### config.mk
export PLATFORM = sky130hd
export DESIGN_NAME = lik_isqrt
export DESIGN_NICKNAME = d
export VERILOG_FILES = /design/src/rtl/leg_inverse_kinematics_macros.svh /design/src/rtl/lik_pkg.sv /design/src/rtl/lik_isqrt.sv
export SDC_FILE = /design/constraint.sdc
export NUM_CORES = 2
export LEC_CHECK = 0
export BUFFER_PORTS_ARGS = -buffer_cell sky130_fd_sc_hd__buf_4
export CORE_MARGIN = 2
export CORE_UTILIZATION = 35
export DETAILED_ROUTE_END_ITERATION = 7
export GPL_ROUTABILITY_DRIVEN = 1
export PLACE_DENSITY = 0.5
export SKIP_CTS_REPAIR_TIMING = 1
export SLEW_MARGIN = 0
export SYNTH_ARGS = -nofsm -noshare
export SYNTH_HDL_FRONTEND = slang
export SYNTH_SLANG_ARGS = --single-unit
export TNS_END_PERCENT = 1
### constraint.sdc
create_clock -name clk -period 4.6 [get_ports clk]
set_input_delay 0 -clock clk [delete_from_list [all_inputs] [get_ports clk]]
set_output_delay 0 -clock clk [all_outputs]
set_load 0.03 [all_outputs]
### src/rtl/leg_inverse_kinematics_macros.svh
// Assertion macros shared by the leg inverse kinematics RTL.
`ifndef LEG_INVERSE_KINEMATICS_MACROS_SVH
`define LEG_INVERSE_KINEMATICS_MACROS_SVH

// Asserts that prop holds at every clock edge outside reset.
`define LIK_ASSERT(label, clk, rst_n, prop, msg) \
	label: assert property (@(posedge clk) disable iff (!rst_n) (prop)) else $error(msg);

// Asserts that cond implies prop at the following clock edge.
`define LIK_ASSERT_NEXT(label, clk, rst_n, cond, prop, msg) \
	label: assert property (@(posedge clk) disable iff (!rst_n) (cond) |=> (prop)) \
		else $error(msg);

`endif

### src/rtl/lik_pkg.sv
// ---------------------------------------------------------------------------
// Leg inverse kinematics package
// Shared widths, CORDIC constants and register indexes.
// ---------------------------------------------------------------------------
package lik_pkg;
	localparam int CoordW = 24;
	localparam int LenW = 20;
	localparam int AngW = 16;
	localparam int CfgIdxW = 2;
	localparam int CordicSteps = 17;
	localparam int CordicW = 33;
	localparam int AccW = 20;
	localparam int SqrtInW = 64;
	// Each of the two square-root lanes carries half of the shared side data.
	localparam int SqrtTagW = 83;

	localparam logic [CfgIdxW-1:0] REG_HIP_OFFSET = 2'd0;
	localparam logic [CfgIdxW-1:0] REG_UPPER_LINK = 2'd1;
	localparam logic [CfgIdxW-1:0] REG_LOWER_LINK = 2'd2;

	localparam logic signed [AccW-1:0] PI_Q16 = 20'sd205887;

	typedef logic signed [CordicW-1:0] cvec_t;
	typedef logic signed [AccW-1:0] acc_t;

	function automatic acc_t atan_entry(input int i);
		acc_t v;
		case (i)
			0: v = 20'sd51472;
			1: v = 20'sd30386;
			2: v = 20'sd16055;
			3: v = 20'sd8150;
			4: v = 20'sd4091;
			5: v = 20'sd2047;
			6: v = 20'sd1024;
			7: v = 20'sd512;
			8: v = 20'sd256;
			9: v = 20'sd128;
			10: v = 20'sd64;
			11: v = 20'sd32;
			12: v = 20'sd16;
			13: v = 20'sd8;
			14: v = 20'sd4;
			15: v = 20'sd2;
			16: v = 20'sd1;
			default: v = '0;
		endcase
		return v;
	endfunction
endpackage

### src/rtl/lik_isqrt.sv
// ---------------------------------------------------------------------------
// Pipelined integer square root
// Bitwise restoring square root, one result bit per stage, valid travels along.
// ---------------------------------------------------------------------------
module lik_isqrt (
	input  logic                          clk,
	input  logic                          arst_n,
	input  logic                          in_valid,
	input  logic [lik_pkg::SqrtInW-1:0]   in_value,
	input  logic [lik_pkg::SqrtTagW-1:0]  in_tag,
	output logic                          out_valid,
	output logic [lik_pkg::SqrtInW/2-1:0] out_root,
	output logic [lik_pkg::SqrtTagW-1:0]  out_tag
);
	import lik_pkg::*;

	localparam int Steps = SqrtInW / 2;

	logic [Steps:0]          vld_s;
	logic [SqrtInW-1:0]      rem_s [Steps+1];
	logic [Steps-1:0]        root_s [Steps+1];
	logic [SqrtTagW-1:0]     tag_s [Steps+1];

	assign vld_s[0] = in_valid;
	assign rem_s[0] = in_value;
	assign root_s[0] = '0;
	assign tag_s[0] = in_tag;

	for (genvar k = 0; k < Steps; k++) begin : g_step
		localparam int Sh = 2 * (Steps - 1 - k);
		logic [SqrtInW-1:0] trial;
		logic [SqrtInW-1:0] part;
		logic               take;
		assign part = rem_s[k] >> Sh;
		assign trial = {root_s[k], 2'b01};
		assign take = part >= trial;
		always_ff @(posedge clk or negedge arst_n) begin
			if (!arst_n) begin
				vld_s[k+1] <= 1'b0;
			end else begin
				vld_s[k+1] <= vld_s[k];
			end
		end
		always_ff @(posedge clk) begin
			tag_s[k+1] <= tag_s[k];
			root_s[k+1] <= {root_s[k][Steps-2:0], take};
			if (take) begin
				rem_s[k+1] <= rem_s[k] - (trial << Sh);
			end else begin
				rem_s[k+1] <= rem_s[k];
			end
		end
	end

	assign out_valid = vld_s[Steps];
	assign out_root = root_s[Steps];
	assign out_tag = tag_s[Steps];
endmodule

# Yosys cells after proc, flatten, opt, wreduce, memory -nomap -nowiden
# Index checks and enable logic that the tools add are counted.
dict set report classes {
  n_reduce_logical 0
  add_sub_neg 31
  mux 31
  magnitude_cmp 32
  bitwise_logic 0
  div_mod_pow 0
  multipliers 0
  eq_ne 0
  shifts 0
}
# op n
set op_table {}
lappend op_table {{$mux 64} 31}
lappend op_table {{$ge 64x33->1} 1}
lappend op_table {{$sub 64x34->64} 1}
lappend op_table {{$sub 64x35->64} 1}
lappend op_table {{$sub 64x36->64} 1}
lappend op_table {{$sub 64x37->64} 1}
lappend op_table {{$sub 64x38->64} 1}
lappend op_table {{$sub 64x39->64} 1}
lappend op_table {{$sub 64x40->64} 1}
lappend op_table {{$sub 64x41->64} 1}
lappend op_table {{$sub 64x42->64} 1}
lappend op_table {{$sub 64x43->64} 1}
lappend op_table {{$sub 64x44->64} 1}
lappend op_table {{$sub 64x45->64} 1}
lappend op_table {{$sub 64x46->64} 1}
lappend op_table {{$sub 64x47->64} 1}
lappend op_table {{$sub 64x48->64} 1}
lappend op_table {{$sub 64x49->64} 1}
lappend op_table {{$sub 64x50->64} 1}
lappend op_table {{$sub 64x51->64} 1}
lappend op_table {{$sub 64x52->64} 1}
lappend op_table {{$sub 64x53->64} 1}
lappend op_table {{$sub 64x54->64} 1}
lappend op_table {{$sub 64x55->64} 1}
lappend op_table {{40 further kinds} 40}
dict set report totals {
  ram_bits 0
  mem_count 0
  rom_bits 0
  latchBits 0
  elab_cells 221
  regBits 5200
  out_inout_bits 116
  inputBits 150
}

# Depth between registers and ports, before layout
dict set report logic_depth {
  word_depth 2
  depth_mapped 15
  ltp_nobuf 13
}

# Worst setup path after synthesis
# Ideal clock, no wire load.
dict set report synth_timing {
  path_kind {reg-to-reg}
  start {reg rem_s, in the netlist g_step[22].part[31]}
  end {reg rem_s, in the netlist g_step[23].part[28]}
  required_ns 4.472
  n_path_buf 2
  path_stages_with_launch 12
  period_less_slack_ns 3.509
  arrival_time_ns 3.381
  setup_ns 0.128
  path_slack_ns 1.091
  cell_sequence {dfxtp_1 > or4_4 > or4_4 > or3_4 > or4_4 > or3_1 > a2111o_1 > nor2b_2 > buf_6 > buf_8 > nor3_1 > xor2_1}
}
dict set report synth_between {
  elab_chain_len 2
}
# item line_no
set synth_lines {}
lappend synth_lines {{start, declared} lik_isqrt.sv:20} ;# logic [SqrtInW-1:0] rem_s [Steps+1];
lappend synth_lines {{start signal, assigned by index} lik_isqrt.sv:48} ;# rem_s[k+1] <= rem_s[k] - (trial << Sh);
lappend synth_lines {{start signal, assigned by index} lik_isqrt.sv:50} ;# rem_s[k+1] <= rem_s[k];
lappend synth_lines {{$ge 46x24->1} lik_isqrt.sv:36} ;# assign take = part >= trial;
lappend synth_lines {{$mux 64} lik_isqrt.sv:47} ;# if (take) begin
# Every way passes these cells.

# Final worst setup path
dict set report layout_timing {
  start {reg rem_s, in the netlist g_step[16].part[20]}
  end {reg rem_s, in the netlist g_step[17].part[12]}
}
dict set report layout_between {
  elab_chain_len 2
}
# item line_no
set layout_lines {}
lappend layout_lines {{$ge 34x18->1} lik_isqrt.sv:36}
lappend layout_lines {{$mux 64} lik_isqrt.sv:47}
# Every way passes these cells.

==> impl_metrics.yaml <==
placed_design:
  portBuffers: 265
  placed_area_sq_mm: 0.157
  dpl.hpwl_mm: 193
  place_congestion: 0.882
floorplanning:
  core_area_sq_mm: 0.423
  row_count: 239
  chipHeight_um: 655
  top_level_ports: 266
  die_area_sq_mm: 0.429
  dieWidth_um: 655
  start_util_pct: 35.1
timing:
  worst_pin_slew_ns: 1.05
  max_freq_ghz: 0.249
  maxSlewHeadroom_pct: 29.3
  finalSetupViolCount: 0
  fin_tns_setup_ns: 0
  grt_setup_unrepaired: "no"
  fin_worst_skew_ns: 0.0386
  report.final.slew_viol_count: 0
  hold_violations: 0
  fin_crit_ns: 4.02
  fin_crit_sh_pct: 87.4
  holdWs_ns: 0.182
layout:
  mostFrequentLayoutCells: "dfxtp_1 (5,168), inv_1 (709), a21oi_1 (625)"
  areaGrowthSynthToFinish_pct: 20.1
  fin_area_sq_mm: 0.178
  regArea_sq_mm: 0.104
  fill_cells: 39600
  layout.nets: 13800
  fin_util_pct: 42.1
  multi_input_area_sq_mm: 0.0399
  final_common_cell: "dfxtp_1"
  layout-drive-gt1-share_pct: 10.1
setup_path:
  worst_setup_path_end_kind: "flop"
  cpLargestDelayFamily: "simple AND/OR/NAND/NOR gates"
  worstSetupStartpointType: "flop"
  required_ns: 5.45
  critPathKind: "reg2reg"
  r2r-end: "g_step[17].part[12]$_DFF_P_"
  crit_chain: "nor4_1, nand2b_1, or4_1, or4_1, or4_1, or3_1, nor3b_4, buf_4, mux2_2"
  cp.depth: 9
  worstPathArrival_ns: 4.87
  path_common_cell: "or4_1"
  crit_start: "g_step[16].part[20]$_DFF_P_"
  critPathMaxStageDelay_ns: 0.58
  critical_path_buf_inv_count: 1
  cp_max_fo: 34
  rr_startpoint: "g_step[16].part[20]$_DFF_P_"
  crit_slowest_cell: "or4_1"
  r2r_setup_slack_ns: 0.58
  reg2reg_depth: 9
pwr:
  peakVddDrop_uv: 361
  p_leak_uw: 0.0787
  power_density_mw_per_mm2: 652
  finalPower_uw: 116000
yosys:
  synth-edff-count: 0
  async_flop_share_pct: 0.615
  yosysWarningCount: 0
  syn-cell-area_sq_mm: 0.148
  syn_inst: 12200
  avgSynthCellArea_sq_um: 12.2
  syn_nets: 12900
  ys_seq_elements: 5200
  seq_area_frac_synth_pct: 70.3
  netlist-cell-type-count: 91
  synth_top_area_share_pct: 69.8
  ys.flop_type: "dfxtp_1"
  synth.top_cells.by_area: "dfxtp_1 (70%), ha_1 (4.7%), xnor2_1 (2.7%), xor2_1 (2.4%), a21oi_1 (2.1%)"
  yosys.area.top_type: "dfxtp_1"
grt:
  grt-ovfl-total: 0
  grt_pass1_vias: 80300
  grt_usage_pct: 12.3
  grt_pass1_wl_mm: 428
  grt_max_degree: 50
  antenna_found_initial: 5
route:
  firstDrtPassIters: 5
  wl_met3_mm: 10.2
  totalWireLength_mm: 272
  ant_nets: 0
  wire_per_inst_um: 14.2
  drt_iter0_drc: 3830
  avgViaCountPerCell: 4.29
  wl_met2_mm: 131
  via_count: 82100
  drc: 0
  dr.max_layer_used: "met4"
  drt-met1-wl_mm: 115
cts:
  cts-root-buf: "clkbuf_16"
  clk_path_buf_depth: 4
  clkLatencyLatePin_ns: 0.99
  clkTransAtPathRegs_ns: 0.06
  cts_tree: "built"
  h-tree-depth: 6
  cts_buffers: 542
  cts_sinks: 5200
run_status:
  status: "complete, no violations"
run:
  maxCapViolCount: 0
hold_path:
  hold-path-endpoint: "rem_s[2033]$_DFF_P_"
  hp-start: "in_value[49]"
  min_path_cells: 3
  hold_class: "in2reg"
registers in the layout (all words and copies together) (netlist names):
name          cells
g_step.part    1054
g_step.trial    496
out_root         32
out_tag          83
out_valid         1
rem_s           930
tag_s          2573
vld_s            31
kinds of logic (layout without fill, tap and decap cells):
group	after synthesis	count (layout)	synth area share, %
flops	5200	5200	70.3
mux	50	50	0.370
other cells	0	21	0
fa+ha+maj	556	556	4.69
xor+xnor	870	870	5.14
buf+inv	1021	2329	2.84
compound gates	1908	1908	8.02
simple gates	2546	2546	8.64
worst max path at each step:
stage,endpoint
global route,g_step[17].part[12]$_DFF_P_
floorplan,g_step[23].part[28]$_DFF_P_
CTS,g_step[17].part[12]$_DFF_P_
finish,g_step[17].part[12]$_DFF_P_
global placement,g_step[17].part[12]$_DFF_P_
detailed placement,g_step[17].part[12]$_DFF_P_
layout make-up:
cell class,instances,share of cell area [%]
Timing Repair Buffer,662,3.25
Inverter,714,1.50
Clock inverter,210,1.64
Sequential cell,5200,58.5
Tap cell,5663,3.98
Antenna cell,21,0.0295
Multi-Input combinational cell,5930,22.4
Clock buffer,743,8.65
through the flow:
step	setup WS (ns)	std cells
global route	0.307	19100
floorplan	1.09	12200
finish	0.577	19100
global placement	0.621	17900
detailed placement	0.579	17900
CTS	0.568	18800
per-layer routing:
| metal | GRT usage, % | vias to the layer above |
|---|---|---|
| li1 | - | 42600 |
| met1 | 14.2 | 37300 |
| met2 | 21.5 | 1395 |
| met3 | 2.11 | 761 |
| met4 | 6.83 | 0 |
| met5 | 0 | - |
worst min-delay path: cells and delay by family:
kind | cells | cell delay, ns
buffers and inverters | 3 | 1.13
where the power goes:
part | total (uW) | internal, uW | switching (uW)
clock network | 43500 | 26000 | 17500
registers | 55600 | 51200 | 4390
logic | 17000 | 7550 | 9420
total | 116000 | 84800 | 31300
synthesized netlist by cell type, types with 19 or more instances:
library cell and count:
a211oi_1 49, a21boi_0 27, a21o_1 235, a21oi_1 626, a31oi_1 44, and2_1 43
and3_1 53, and4_1 22, buf_4 86, clkbuf_1 198, dfrtp_1 32, dfxtp_1 5168
ha_1 556, inv_1 709, mux2_2 37, nand2_1 587, nand2b_1 100, nand3_1 185
nand3b_1 33, nand4_1 125, nand4b_1 23, nor2_1 593, nor2b_1 67, nor3_1 285
nor3b_1 26, nor4_1 144, nor4b_1 21, o211ai_1 30, o21a_1 121, o21ai_0 442
o21bai_1 59, o31a_1 19, o31ai_1 66, or2_2 48, or3_1 100, or4_1 60
xnor2_1 456, xor2_1 414
Note: power is estimated with default switching activity, not from simulation.
